[src/rtl/core/rtpgr_pkg.sv]
// Package for the RTP sequence gap resend tracker.
// Holds widths, codes, controller states and the command/status structs.
// No dependencies; every other file imports it.
`default_nettype none

package rtpgr_pkg;

    // Field widths
    localparam int MODE_W     = 2;
    localparam int SEQ_W      = 16;
    localparam int TIME_W     = 48;
    localparam int CNT_W      = 7;
    localparam int DROP_W     = 32;
    localparam int INTERVAL_W = 24;

    // Configuration port
    localparam int CFG_IDX_W  = 1;
    localparam int CFG_DATA_W = 24;
    localparam logic [CFG_IDX_W-1:0] CFG_RESEND_EN = 1'd0;
    localparam logic [CFG_IDX_W-1:0] CFG_RETRY_US  = 1'd1;

    localparam logic [INTERVAL_W-1:0] RETRY_US_RESET = 24'd250000;

    localparam int WINDOW_BITS_DEF = 64;

    // Item modes
    localparam logic [MODE_W-1:0] MODE_REGULAR = 2'd0;
    localparam logic [MODE_W-1:0] MODE_RESEND  = 2'd1;
    localparam logic [MODE_W-1:0] MODE_TICK    = 2'd2;

    typedef enum logic [2:0] {
        ST_IDLE,
        ST_EVAL,
        ST_SLIDE,
        ST_SLIDE2,
        ST_RETRY,
        ST_RETRY2,
        ST_DONE
    } t_state;

    typedef struct packed {
        logic latch;        // capture the input beat
        logic eval;         // classify the item and update the window
        logic slide_apply;  // shift the window past leading received entries
        logic find_zero;    // search the first clear mask bit instead of set
        logic retry_start;  // register the request age
        logic retry_apply;  // issue the repeat request if due
        logic load_out;     // move the result into the output register
    } t_cmd;

    typedef struct packed {
        logic go_slide;
        logic go_retry;
        logic mask_nz;
        logic out_free;
    } t_stat;

endpackage

`default_nettype wire

[src/rtl/core/rtpgr_pkt_if.sv]
// Input channel of the RTP gap tracker: valid/ready plus one packet or tick.
// Depends on rtpgr_pkg.
`default_nettype none

interface rtpgr_pkt_if import rtpgr_pkg::*; ();
    logic              valid;
    logic              ready;
    logic [MODE_W-1:0] mode;
    logic [SEQ_W-1:0]  seq;
    logic [TIME_W-1:0] now_us;

    modport source (output valid, output mode, output seq, output now_us, input ready);
    modport sink   (input valid, input mode, input seq, input now_us, output ready);
endinterface

`default_nettype wire

[src/rtl/core/rtpgr_res_if.sv]
// Result channel of the RTP gap tracker: valid/ready plus one result beat.
// Depends on rtpgr_pkg.
`default_nettype none

interface rtpgr_res_if import rtpgr_pkg::*; ();
    logic              valid;
    logic              ready;
    logic              accepted;
    logic              nack_valid;
    logic [SEQ_W-1:0]  nack_first_seq;
    logic [CNT_W-1:0]  nack_count;
    logic [DROP_W-1:0] dropped_total;

    modport source (
        output valid, output accepted, output nack_valid, output nack_first_seq,
        output nack_count, output dropped_total, input ready
    );
    modport sink (
        input valid, input accepted, input nack_valid, input nack_first_seq,
        input nack_count, input dropped_total, output ready
    );
endinterface

`default_nettype wire

[src/rtl/core/rtpgr_lsb_find.sv]
// Two-step lowest-set-bit finder over the missing mask (byte groups, then groups).
// Depends on rtpgr_pkg. Result is valid in the cycle after the vector is presented.
`default_nettype none

module rtpgr_lsb_find import rtpgr_pkg::*; #(
    parameter int WINDOW_BITS = WINDOW_BITS_DEF
) (
    input  wire logic                               i_clk,
    input  wire logic [WINDOW_BITS-1:0]             i_vec,
    output logic      [$clog2(WINDOW_BITS+1)-1:0]   o_idx
);
    localparam int GROUPS = (WINDOW_BITS + 7) / 8;
    localparam int PAD_W  = GROUPS * 8;
    localparam int CW     = $clog2(WINDOW_BITS + 1);

    logic [PAD_W-1:0]  w_pad;
    logic [GROUPS-1:0] n_nz, r_nz;
    logic [2:0]        n_loc [GROUPS];
    logic [2:0]        r_loc [GROUPS];

    // Pad with ones above the window so a full run stops at WINDOW_BITS.
    always_comb begin
        w_pad = '1;
        w_pad[WINDOW_BITS-1:0] = i_vec;
    end

    always_comb begin
        for (int g = 0; g < GROUPS; g++) begin
            n_nz[g]  = |w_pad[g*8 +: 8];
            n_loc[g] = 3'd0;
            for (int b = 7; b >= 0; b--) begin
                if (w_pad[g*8 + b]) begin
                    n_loc[g] = 3'(b);
                end
            end
        end
    end

    always_ff @(posedge i_clk) begin
        r_nz  <= n_nz;
        r_loc <= n_loc;
    end

    always_comb begin
        o_idx = CW'(WINDOW_BITS);
        for (int g = GROUPS - 1; g >= 0; g--) begin
            if (r_nz[g]) begin
                o_idx = CW'(g * 8) + CW'(r_loc[g]);
            end
        end
    end

endmodule

`default_nettype wire

[src/rtl/core/rtpgr_ctrl.sv]
// Controller of the RTP gap tracker: sequences evaluate, slide, retry, output.
// Depends on rtpgr_pkg; drives the datapath through t_cmd, reads t_stat.
`default_nettype none

module rtpgr_ctrl import rtpgr_pkg::*; (
    input  wire logic  i_clk,
    input  wire logic  i_rst_n,
    input  wire logic  i_in_valid,
    output logic       o_in_ready,
    input  wire t_stat i_stat,
    output t_cmd       o_cmd
);
    t_state r_state, n_state;

    always_ff @(posedge i_clk) begin
        if (!i_rst_n) begin
            r_state <= ST_IDLE;
        end else begin
            r_state <= n_state;
        end
    end

    always_comb begin
        n_state = r_state;
        unique case (r_state)
            ST_IDLE: begin
                if (i_in_valid) n_state = ST_EVAL;
            end
            ST_EVAL: begin
                if (i_stat.go_slide)      n_state = ST_SLIDE;
                else if (i_stat.go_retry) n_state = ST_RETRY;
                else                      n_state = ST_DONE;
            end
            ST_SLIDE:  n_state = ST_SLIDE2;
            ST_SLIDE2: n_state = ST_RETRY;
            ST_RETRY: begin
                n_state = i_stat.mask_nz ? ST_RETRY2 : ST_DONE;
            end
            ST_RETRY2: n_state = ST_DONE;
            ST_DONE: begin
                if (i_stat.out_free) begin
                    n_state = i_in_valid ? ST_EVAL : ST_IDLE;
                end
            end
            default: n_state = ST_IDLE;
        endcase
    end

    always_comb begin
        o_cmd      = '0;
        o_in_ready = 1'b0;
        unique case (r_state)
            ST_IDLE: begin
                o_in_ready  = 1'b1;
                o_cmd.latch = i_in_valid;
            end
            ST_EVAL:   o_cmd.eval = 1'b1;
            ST_SLIDE:  o_cmd.find_zero = 1'b0;
            ST_SLIDE2: o_cmd.slide_apply = 1'b1;
            ST_RETRY: begin
                o_cmd.find_zero   = 1'b1;
                o_cmd.retry_start = 1'b1;
            end
            ST_RETRY2: o_cmd.retry_apply = 1'b1;
            ST_DONE: begin
                o_cmd.load_out = i_stat.out_free;
                o_in_ready     = i_stat.out_free;
                o_cmd.latch    = i_stat.out_free && i_in_valid;
            end
            default: o_cmd = '0;
        endcase
    end

endmodule

`default_nettype wire

[src/rtl/core/rtpgr_datapath.sv]
// Datapath of the RTP gap tracker: sequence state, missing window, timers,
// config registers and the output register. Depends on rtpgr_pkg, rtpgr_lsb_find.
`default_nettype none

module rtpgr_datapath import rtpgr_pkg::*; #(
    parameter int WINDOW_BITS = WINDOW_BITS_DEF
) (
    input  wire logic                  i_clk,
    input  wire logic                  i_rst_n,
    input  wire logic                  i_cfg_we,
    input  wire logic [CFG_IDX_W-1:0]  i_cfg_idx,
    input  wire logic [CFG_DATA_W-1:0] i_cfg_data,
    input  wire logic [MODE_W-1:0]     i_mode,
    input  wire logic [SEQ_W-1:0]      i_seq,
    input  wire logic [TIME_W-1:0]     i_now_us,
    input  wire t_cmd                  i_cmd,
    output t_stat                      o_stat,
    input  wire logic                  i_out_ready,
    output logic                       o_out_valid,
    output logic                       o_accepted,
    output logic                       o_nack_valid,
    output logic [SEQ_W-1:0]           o_nack_first_seq,
    output logic [CNT_W-1:0]           o_nack_count,
    output logic [DROP_W-1:0]          o_dropped_total
);
    localparam int W   = WINDOW_BITS;
    localparam int IXW = $clog2(WINDOW_BITS);
    localparam int CW  = $clog2(WINDOW_BITS + 1);
    localparam logic [SEQ_W-1:0] W_SEQ = SEQ_W'(WINDOW_BITS);

    // Config
    logic                  r_en;
    logic [INTERVAL_W-1:0] r_interval;

    // Tracking state
    logic              r_seen;
    logic [SEQ_W-1:0]  r_last, r_base;
    logic [W-1:0]      r_mask;
    logic [TIME_W-1:0] r_lrt;
    logic [DROP_W-1:0] r_drop;

    // Item and result
    logic [MODE_W-1:0] r_mode;
    logic [SEQ_W-1:0]  r_seq;
    logic [TIME_W-1:0] r_now;
    logic [TIME_W:0]   r_age;
    logic              r_acc, r_nv;
    logic [SEQ_W-1:0]  r_nfirst;
    logic [CNT_W-1:0]  r_ncnt;

    // Output register
    logic              r_ov;
    logic              r_o_acc, r_o_nv;
    logic [SEQ_W-1:0]  r_o_first;
    logic [CNT_W-1:0]  r_o_cnt;
    logic [DROP_W-1:0] r_o_drop;

    logic [CW-1:0] w_idx;

    rtpgr_lsb_find #(.WINDOW_BITS(WINDOW_BITS)) u_find (
        .i_clk (i_clk),
        .i_vec (i_cmd.find_zero ? ~r_mask : r_mask),
        .o_idx (w_idx)
    );

    // Evaluate decode
    logic [SEQ_W-1:0] w_expected, w_d, w_off, w_off2;
    logic [W-1:0]     w_ones, w_cleared, w_mask_add;
    logic             w_mask_nz, w_hit, w_fits, w_in_win;
    logic             e_acc, e_last, e_add, e_req, e_clear, e_retry;

    always_comb begin
        w_expected = r_last + SEQ_W'(1);
        w_d        = r_seq - w_expected;
        w_off      = r_seq - r_base;
        w_off2     = w_expected - r_base;
        w_mask_nz  = |r_mask;
        w_in_win   = (w_d <= W_SEQ);
        w_hit      = w_mask_nz && (w_off < W_SEQ) && r_mask[w_off[IXW-1:0]];
        w_cleared  = r_mask & ~(W'(1) << w_off[IXW-1:0]);
        w_ones     = ~({W{1'b1}} << w_d[CW-1:0]);
        w_fits     = w_mask_nz && (w_off2 < W_SEQ)
                     && (({1'b0, w_off2} + {1'b0, w_d}) <= (SEQ_W + 1)'(WINDOW_BITS));
        w_mask_add = w_fits ? (r_mask | (w_ones << w_off2[IXW-1:0])) : w_ones;

        e_acc   = 1'b0;
        e_last  = 1'b0;
        e_add   = 1'b0;
        e_req   = 1'b0;
        e_clear = 1'b0;
        e_retry = 1'b0;
        case (r_mode)
            MODE_REGULAR: begin
                if (!r_seen || w_d == '0) begin
                    e_acc   = 1'b1;
                    e_last  = 1'b1;
                    e_retry = 1'b1;
                end else if (!w_d[SEQ_W-1]) begin
                    // forward gap
                    e_acc   = 1'b1;
                    e_last  = 1'b1;
                    e_add   = w_in_win;
                    e_req   = w_in_win && r_en;
                    e_retry = !(w_in_win && r_en);
                end else begin
                    e_clear = 1'b1;
                end
            end
            MODE_RESEND: e_clear = 1'b1;
            MODE_TICK:   e_retry = 1'b1;
            default:     e_acc = 1'b0;
        endcase
        if (e_clear) begin
            e_acc = w_hit;
        end
    end

    assign o_stat.go_slide = e_clear && w_hit && (w_cleared != '0);
    assign o_stat.go_retry = e_retry;
    assign o_stat.mask_nz  = w_mask_nz;
    assign o_stat.out_free = !r_ov || i_out_ready;

    logic w_due;
    assign w_due = (r_lrt == '0)
                   || (!r_age[TIME_W] && r_age[TIME_W-1:0] >= TIME_W'(r_interval));

    // Control state
    always_ff @(posedge i_clk) begin
        if (!i_rst_n) begin
            r_en       <= 1'b0;
            r_interval <= RETRY_US_RESET;
            r_seen     <= 1'b0;
            r_last     <= '0;
            r_base     <= '0;
            r_mask     <= '0;
            r_lrt      <= '0;
            r_drop     <= '0;
            r_ov       <= 1'b0;
        end else begin
            if (i_cfg_we) begin
                unique case (i_cfg_idx)
                    CFG_RESEND_EN: r_en       <= i_cfg_data[0];
                    CFG_RETRY_US:  r_interval <= i_cfg_data[INTERVAL_W-1:0];
                endcase
            end
            if (i_cmd.eval) begin
                if (e_last) begin
                    r_seen <= 1'b1;
                    r_last <= r_seq;
                end
                if (e_add) begin
                    r_drop <= r_drop + DROP_W'(w_d);
                    r_mask <= w_mask_add;
                    if (!w_fits) r_base <= w_expected;
                end
                if (e_req) begin
                    r_lrt <= r_now;
                end
                if (e_clear && w_hit) begin
                    r_mask <= w_cleared;
                    if (w_cleared == '0) r_lrt <= '0;
                end
            end
            if (i_cmd.slide_apply) begin
                r_mask <= r_mask >> w_idx;
                r_base <= r_base + SEQ_W'(w_idx);
            end
            if (i_cmd.retry_apply && w_due && r_en) begin
                r_lrt <= r_now;
            end
            if (i_cmd.load_out) begin
                r_ov <= 1'b1;
            end else if (i_out_ready) begin
                r_ov <= 1'b0;
            end
        end
    end

    // Payload
    always_ff @(posedge i_clk) begin
        if (i_cmd.latch) begin
            r_mode <= i_mode;
            r_seq  <= i_seq;
            r_now  <= i_now_us;
        end
        if (i_cmd.eval) begin
            r_acc    <= e_acc;
            r_nv     <= e_req;
            r_nfirst <= e_req ? w_expected : '0;
            r_ncnt   <= e_req ? CNT_W'(w_d[CW-1:0]) : '0;
        end
        if (i_cmd.retry_start) begin
            r_age <= {1'b0, r_now} - {1'b0, r_lrt};
        end
        if (i_cmd.retry_apply && w_due && r_en) begin
            r_nv     <= 1'b1;
            r_nfirst <= r_base;
            r_ncnt   <= CNT_W'(w_idx);
        end
        if (i_cmd.load_out) begin
            r_o_acc   <= r_acc;
            r_o_nv    <= r_nv;
            r_o_first <= r_nfirst;
            r_o_cnt   <= r_ncnt;
            r_o_drop  <= r_drop;
        end
    end

    assign o_out_valid      = r_ov;
    assign o_accepted       = r_o_acc;
    assign o_nack_valid     = r_o_nv;
    assign o_nack_first_seq = r_o_first;
    assign o_nack_count     = r_o_cnt;
    assign o_dropped_total  = r_o_drop;

endmodule

`default_nettype wire

[src/rtl/core/rtp_sequence_gap_resend_tracker.sv]
// RTP sequence gap resend tracker, top level.
// Depends on rtpgr_pkg, rtpgr_pkt_if, rtpgr_res_if, rtpgr_ctrl, rtpgr_datapath.
//
// i_pkt carries one beat per RTP packet or timeout tick: mode (regular,
// retransmitted, tick), the 16-bit sequence number and the time in microseconds.
// o_res returns exactly one beat per input beat, in order: accepted flag,
// optional NACK (first sequence, run length) and the running drop counter.
// Both channels use valid/ready; a beat moves when both are high. The config
// port (i_cfg_we, i_cfg_idx, i_cfg_data) writes resend_enable (index 0) and
// retry_interval_us (index 1); write only while the block is idle.
//
// After acceptance an item steps through evaluate, retry age, retry apply and
// load into the output register; retry apply is skipped when the retry check
// finds the window empty, slide steps precede the retry age when a cleared hole
// makes the window slide, and no retry steps run when no retry check follows.
// The next beat is taken in the load cycle, not before the previous item loads.
// Reset (synchronous, active low) clears the tracking state, the drop counter
// and the config registers to their defaults, and empties the output register.
// On a receiver stall the result holds in the output register; the next item
// is still taken and processed, then waits until the slot frees.
`default_nettype none

module rtp_sequence_gap_resend_tracker import rtpgr_pkg::*; #(
    parameter int WINDOW_BITS = WINDOW_BITS_DEF
) (
    input  wire logic                  i_clk,
    input  wire logic                  i_rst_n,
    input  wire logic                  i_cfg_we,
    input  wire logic [CFG_IDX_W-1:0]  i_cfg_idx,
    input  wire logic [CFG_DATA_W-1:0] i_cfg_data,
    rtpgr_pkt_if.sink                  i_pkt,
    rtpgr_res_if.source                o_res
);
    t_cmd  w_cmd;
    t_stat w_stat;

    // Sequencer: walks each item through evaluate / slide / retry / output.
    rtpgr_ctrl u_ctrl (
        .i_clk      (i_clk),
        .i_rst_n    (i_rst_n),
        .i_in_valid (i_pkt.valid),
        .o_in_ready (i_pkt.ready),
        .i_stat     (w_stat),
        .o_cmd      (w_cmd)
    );

    // Window, counters, timers and the output register.
    rtpgr_datapath #(.WINDOW_BITS(WINDOW_BITS)) u_dp (
        .i_clk            (i_clk),
        .i_rst_n          (i_rst_n),
        .i_cfg_we         (i_cfg_we),
        .i_cfg_idx        (i_cfg_idx),
        .i_cfg_data       (i_cfg_data),
        .i_mode           (i_pkt.mode),
        .i_seq            (i_pkt.seq),
        .i_now_us         (i_pkt.now_us),
        .i_cmd            (w_cmd),
        .o_stat           (w_stat),
        .i_out_ready      (o_res.ready),
        .o_out_valid      (o_res.valid),
        .o_accepted       (o_res.accepted),
        .o_nack_valid     (o_res.nack_valid),
        .o_nack_first_seq (o_res.nack_first_seq),
        .o_nack_count     (o_res.nack_count),
        .o_dropped_total  (o_res.dropped_total)
    );

endmodule

`default_nettype wire
[src/flat_wrapper.sv]
// flat-port wrapper written by rule: the top's interface ports become plain ports
module rtp_sequence_gap_resend_tracker_flat import rtpgr_pkg::*;
#(
    parameter int WINDOW_BITS = WINDOW_BITS_DEF
)
  (i_clk, i_rst_n, i_cfg_we, i_cfg_idx, i_cfg_data, i_pkt_valid, i_pkt_mode, i_pkt_seq, i_pkt_now_us, i_pkt_ready, o_res_valid, o_res_accepted, o_res_nack_valid, o_res_nack_first_seq, o_res_nack_count, o_res_dropped_total, o_res_ready);
  rtpgr_pkt_if i_pkt_i ();
  rtpgr_res_if o_res_i ();
  input  wire logic i_clk;
  input  wire logic i_rst_n;
  input  wire logic i_cfg_we;
  input  wire logic [CFG_IDX_W-1:0] i_cfg_idx;
  input  wire logic [CFG_DATA_W-1:0] i_cfg_data;
  input wire logic [$bits(i_pkt_i.valid)-1:0] i_pkt_valid;
  input wire logic [$bits(i_pkt_i.mode)-1:0] i_pkt_mode;
  input wire logic [$bits(i_pkt_i.seq)-1:0] i_pkt_seq;
  input wire logic [$bits(i_pkt_i.now_us)-1:0] i_pkt_now_us;
  output wire logic [$bits(i_pkt_i.ready)-1:0] i_pkt_ready;
  output wire logic [$bits(o_res_i.valid)-1:0] o_res_valid;
  output wire logic [$bits(o_res_i.accepted)-1:0] o_res_accepted;
  output wire logic [$bits(o_res_i.nack_valid)-1:0] o_res_nack_valid;
  output wire logic [$bits(o_res_i.nack_first_seq)-1:0] o_res_nack_first_seq;
  output wire logic [$bits(o_res_i.nack_count)-1:0] o_res_nack_count;
  output wire logic [$bits(o_res_i.dropped_total)-1:0] o_res_dropped_total;
  input wire logic [$bits(o_res_i.ready)-1:0] o_res_ready;
  assign i_pkt_i.valid = i_pkt_valid;
  assign i_pkt_i.mode = i_pkt_mode;
  assign i_pkt_i.seq = i_pkt_seq;
  assign i_pkt_i.now_us = i_pkt_now_us;
  assign i_pkt_ready = i_pkt_i.ready;
  assign o_res_valid = o_res_i.valid;
  assign o_res_accepted = o_res_i.accepted;
  assign o_res_nack_valid = o_res_i.nack_valid;
  assign o_res_nack_first_seq = o_res_i.nack_first_seq;
  assign o_res_nack_count = o_res_i.nack_count;
  assign o_res_dropped_total = o_res_i.dropped_total;
  assign o_res_i.ready = o_res_ready;
  rtp_sequence_gap_resend_tracker #(.WINDOW_BITS(WINDOW_BITS)) u_core (.i_clk(i_clk), .i_rst_n(i_rst_n), .i_cfg_we(i_cfg_we), .i_cfg_idx(i_cfg_idx), .i_cfg_data(i_cfg_data), .i_pkt(i_pkt_i), .o_res(o_res_i));
endmodule
[config.mk]
export PLATFORM = sky130hd
export DESIGN_NAME = rtp_sequence_gap_resend_tracker_flat
export DESIGN_NICKNAME = d
export VERILOG_FILES = /design/src/rtl/core/rtpgr_pkg.sv /design/src/rtl/core/rtpgr_pkt_if.sv /design/src/rtl/core/rtpgr_res_if.sv /design/src/rtl/core/rtpgr_lsb_find.sv /design/src/rtl/core/rtpgr_ctrl.sv /design/src/rtl/core/rtpgr_datapath.sv /design/src/rtl/core/rtp_sequence_gap_resend_tracker.sv /design/src/flat_wrapper.sv
export SDC_FILE = /design/constraint.sdc
export NUM_CORES = 2
export LEC_CHECK = 0
export CORE_MARGIN = 10
export CORE_UTILIZATION = 48
export CTS_CLUSTER_DIAMETER = 80
export DETAILED_ROUTE_END_ITERATION = 8
export DONT_BUFFER_PORTS = 1
export PLACE_DENSITY = 0.72
export SYNTH_ARGS = -nofsm -noshare
export SYNTH_HDL_FRONTEND = slang
export SYNTH_HIERARCHICAL = 1
export SYNTH_SLANG_ARGS = --single-unit
[constraint.sdc]
create_clock -name i_clk -period 13.5 [get_ports i_clk]
set_input_delay 0.675 -clock i_clk [delete_from_list [all_inputs] [get_ports i_clk]]
set_output_delay 0.675 -clock i_clk [all_outputs]
set_load 0.005 [all_outputs]
==> results.py <==
metrics = {
    "logic_synthesis": {
        "yosys_most_used_dff": "dfxtp_1",
        "yosysTopAreaCell": "edfxtp_1",
        "syn-num-nets": 4599,
        "yosysSeqAreaShare_pct": 29.9,
        "ys_top_cells_by_area": "edfxtp_1 16%, dfxtp_1 13%, ha_1 4.8%",
        "synthArstFlopShare_pct": 0,
        "synthDistinctLibCells": 105,
        "ys_warn_count": 6,
        "syn_avg_cell_area_um2": 8.19,
        "synth-seq-cells": 435,
        "synth_edf_count": 196,
        "postSynthCellCount": 4358,
        "yosysTopAreaCellShare_pct": 16.5,
        "synthesis.area_mm2": 0.0357,
    },
    "worst_setup_path": {
        "start_kind": "register",
        "cp_slowest_stage_delay_ns": 1.09,
        "crit_type": "register to register",
        "worst-path-buf-inv": 3,
        "cp_top_family": "simple AND/OR/NAND/NOR gates",
        "cp_slowest_cell": "nor4_4",
        "cp_max_fo": 21,
        "crit_path_cell_trace": "ha_1 -> xor2_1 -> inv_1 -> ha_1 -> a21oi_1 -> a21oi_1 -> o221a_2 -> o21ai_0 -> and2_1 -> buf_4 -> clkinv_1 -> ha_1 -> o2111ai_1 -> a31oi_1 -> o21ai_0 -> nor2b_1 -> maj3_1 -> o211ai_1 -> a22o_1 -> o21ai_0 -> nor4_4 -> nand2_1 -> nand3_1 -> a211oi_1",
        "arrival_ns": 9.24,
        "cp.required_ns": 13.99,
        "end_kind": "register",
    },
    "clock_tree": {
        "clkSinkCount": 435,
        "clock_tree.buffer_depth": 3,
        "cts-root-buf": "clkbuf_16",
        "cts_resized": 0,
        "clk_pin_slew_worst_paths_ns": 0.07,
        "h-tree-depth": 2,
        "numCtsBuffers": 50,
        "postCtsHoldBufs": 0,
        "cts_tree": "done",
        "insertion_delay_ns": 0.63,
        "post-cts-setup-buffers": 0,
    },
    "layout": {
        "final_util_pct": 52.0,
        "drive_gt1_share_pct": 9.57,
        "nets": 4400,
        "final_cell_mix": "394 x nor2_1, 373 x nand2_1, 315 x a21oi_1",
        "register_area_mm2": 0.0107,
        "final_common_cell": "nor2_1",
        "fin_cells": 5163,
        "area_growth_pct": 6.88,
        "multi_input_area_mm2": 0.0231,
        "nFillCells": 6913,
    },
    "route": {
        "drc": 0,
        "drt_iter0_drc": 5341,
        "drt_first_pass_iters": 9,
        "routed-via-count": 36200,
        "viasPerCell": 7.01,
        "postRouteAntennaNets": 0,
        "wirelength_um": 149000,
        "routedWlPerCell_um": 28.9,
    },
    "status": {
        "violations": "capacitance limit, slew limit",
        "status": "finished, violations left",
    },
    "timing": {
        "worst_pin_slew_ns": 1.52,
        "rsz0062_at_grt": "false",
        "whs_ns": 0.137,
        "hold_violations": 0,
        "max_freq_ghz": 0.114,
        "fin_tns_setup_ns": 0,
        "fin_crit_ns": 8.75,
        "slew_viol_final": 3,
        "fin_crit_sh_pct": 64.8,
        "setup_viol_count_final": 0,
        "max-slew-margin-rel_pct": -2.69,
        "finalClockSkew_ns": 0.0265,
    },
    "placement": {
        "placed_cells": 5066,
        "gp_congestion": 1.06,
        "portBuffers": 0,
        "dp_hpwl_um": 109000,
    },
    "floorplanning": {
        "num_rows": 99,
        "io_pins": 155,
        "die_h_um": 293,
        "die_w_um": 293,
        "core_mm2": 0.0733,
        "die_area_mm2": 0.0857,
        "initial_core_util_pct": 48.7,
    },
    "global_route": {
        "grt_overflow_total": 0,
        "grt_pass1_wl_um": 219000,
        "antenna_found_initial": 6,
        "grt_pass1_vias": 33300,
        "grt_max_degree": 114,
        "track_usage_pct": 33.2,
    },
    "pwr": {
        "power.total_uw": 10100,
        "powerDensity_mw_per_mm2": 266,
        "peakVddDrop_mv": 0.172,
        "power_leakage_uw": 0.0142,
    },
    "worst_hold_path": {
        "hold_path.class": "input pin to register",
    },
    "job": {
        "max-cap-violations": 1,
    },
}
synthesized netlist by cell type (55+ instances only):
| master | instances |
|---|---|
| nor2_1 | 399 |
| nand2_1 | 373 |
| a21oi_1 | 315 |
| o21ai_0 | 283 |
| clkbuf_1 | 271 |
| dfxtp_1 | 239 |
| edfxtp_1 | 196 |
| inv_1 | 193 |
| ha_1 | 138 |
| nor3_1 | 138 |
| nand3_1 | 109 |
| xor2_1 | 109 |
| mux2i_1 | 107 |
| a211oi_1 | 92 |
| nor4_1 | 86 |
| xnor2_1 | 76 |
| o31ai_1 | 73 |
| mux4_2 | 64 |
| a21o_1 | 61 |
| nand4_1 | 58 |
| o211ai_1 | 57 |
| a22o_1 | 55 |
worst reg2reg max path, delay by kind of cell, from the launching register on:
family / cells / cell delay [ns]
and+or+nand+nor: 5 / 2.71
AOI/OAI and AO/OA: 11 / 2.28
adders and majority gates: 4 / 1.72
buffers and inverters: 3 / 1.12
DFF: 1 / 0.49
xor gates and xnor gates: 1 / 0.30
per-stage QoR:
stage / setup WS [ns] / cell area (um2)
after detailed placement: 5.21 / 36500
final: 4.75 / 38200
after global placement: 5.29 / 36500
after global routing: 4.32 / 38100
after floorplan: 6.76 / 35700
after CTS: 5.17 / 38100
flip-flops by register name, indices dropped and copies added (netlist names), 24 cells and up:
name / count
u_core/u_dp/r_age: 49
u_core/u_dp/u_find/r_loc: 24
u_core/u_dp/o_dropped_total: 32
u_core/u_dp/r_now: 48
u_core/u_dp/r_mask: 64
u_core/u_dp/r_lrt: 48
u_core/u_dp/r_interval: 24
u_core/u_dp/r_drop: 32
report_power, final:
| group | internal, uW | leakage, uW | switching, uW | total (uW) |
|---|---|---|---|---|
| Sequential | 1670 | 0.00377 | 224 | 1890 |
| Combinational | 2180 | 0.00967 | 4680 | 6860 |
| Clock | 783 | 0.000801 | 604 | 1390 |
| Total | 4630 | 0.0142 | 5510 | 10100 |
cell families after synthesis:
logic type                 synth area share, %
muxes                                     8.74
xor gates and xnor gates                  4.84
AOI/OAI and AO/OA                         25.5
buffers and inverters                     6.07
and+or+nand+nor                           19.3
DFF                                       29.9
adders and majority gates                 5.63
metal layers:
layer  vias to the layer above  track usage, %  share of wire, %  wire length, um
met5                         -            1.30              0.13              195
met1                     17200            42.8                39            58600
met2                      2488            48.5                41            61500
met3                       524            11.4                13            19900
met4                         8            16.9               6.0             9020
li1                      16000               -                 -                -
area by class of cell:
class                      instances  share of cell area (%)
antenna                            3                  0.0197
clock buffer                      65                    3.56
clock inverter                    29                   0.790
inverter                         207                    2.04
multi-input combinational       3363                    60.4
sequential                       435                    28.0
tap                              959                    3.14
timing repair buffer             102                    2.04
worst paths after layout:
path                                 startpoint                                    end  slack (ns)  cells after the start
max          u_core/u_dp/r_last[0]$_SDFFE_PN0P_     u_core/u_dp/r_base[8]$_SDFFE_PN0P_        4.75                     24
min                               i_pkt_seq[14]        u_core/u_dp/r_seq[14]$_DFFE_PP_        0.14                      0
max reg2reg  u_core/u_dp/r_last[0]$_SDFFE_PN0P_     u_core/u_dp/r_base[8]$_SDFFE_PN0P_        4.75                     24
min reg2reg     u_core/u_dp/r_ncnt[1]$_DFFE_PP_  u_core/u_dp/o_nack_count[1]$_DFFE_PP_        0.42                      0
Power figures use the tool's default switching activity.
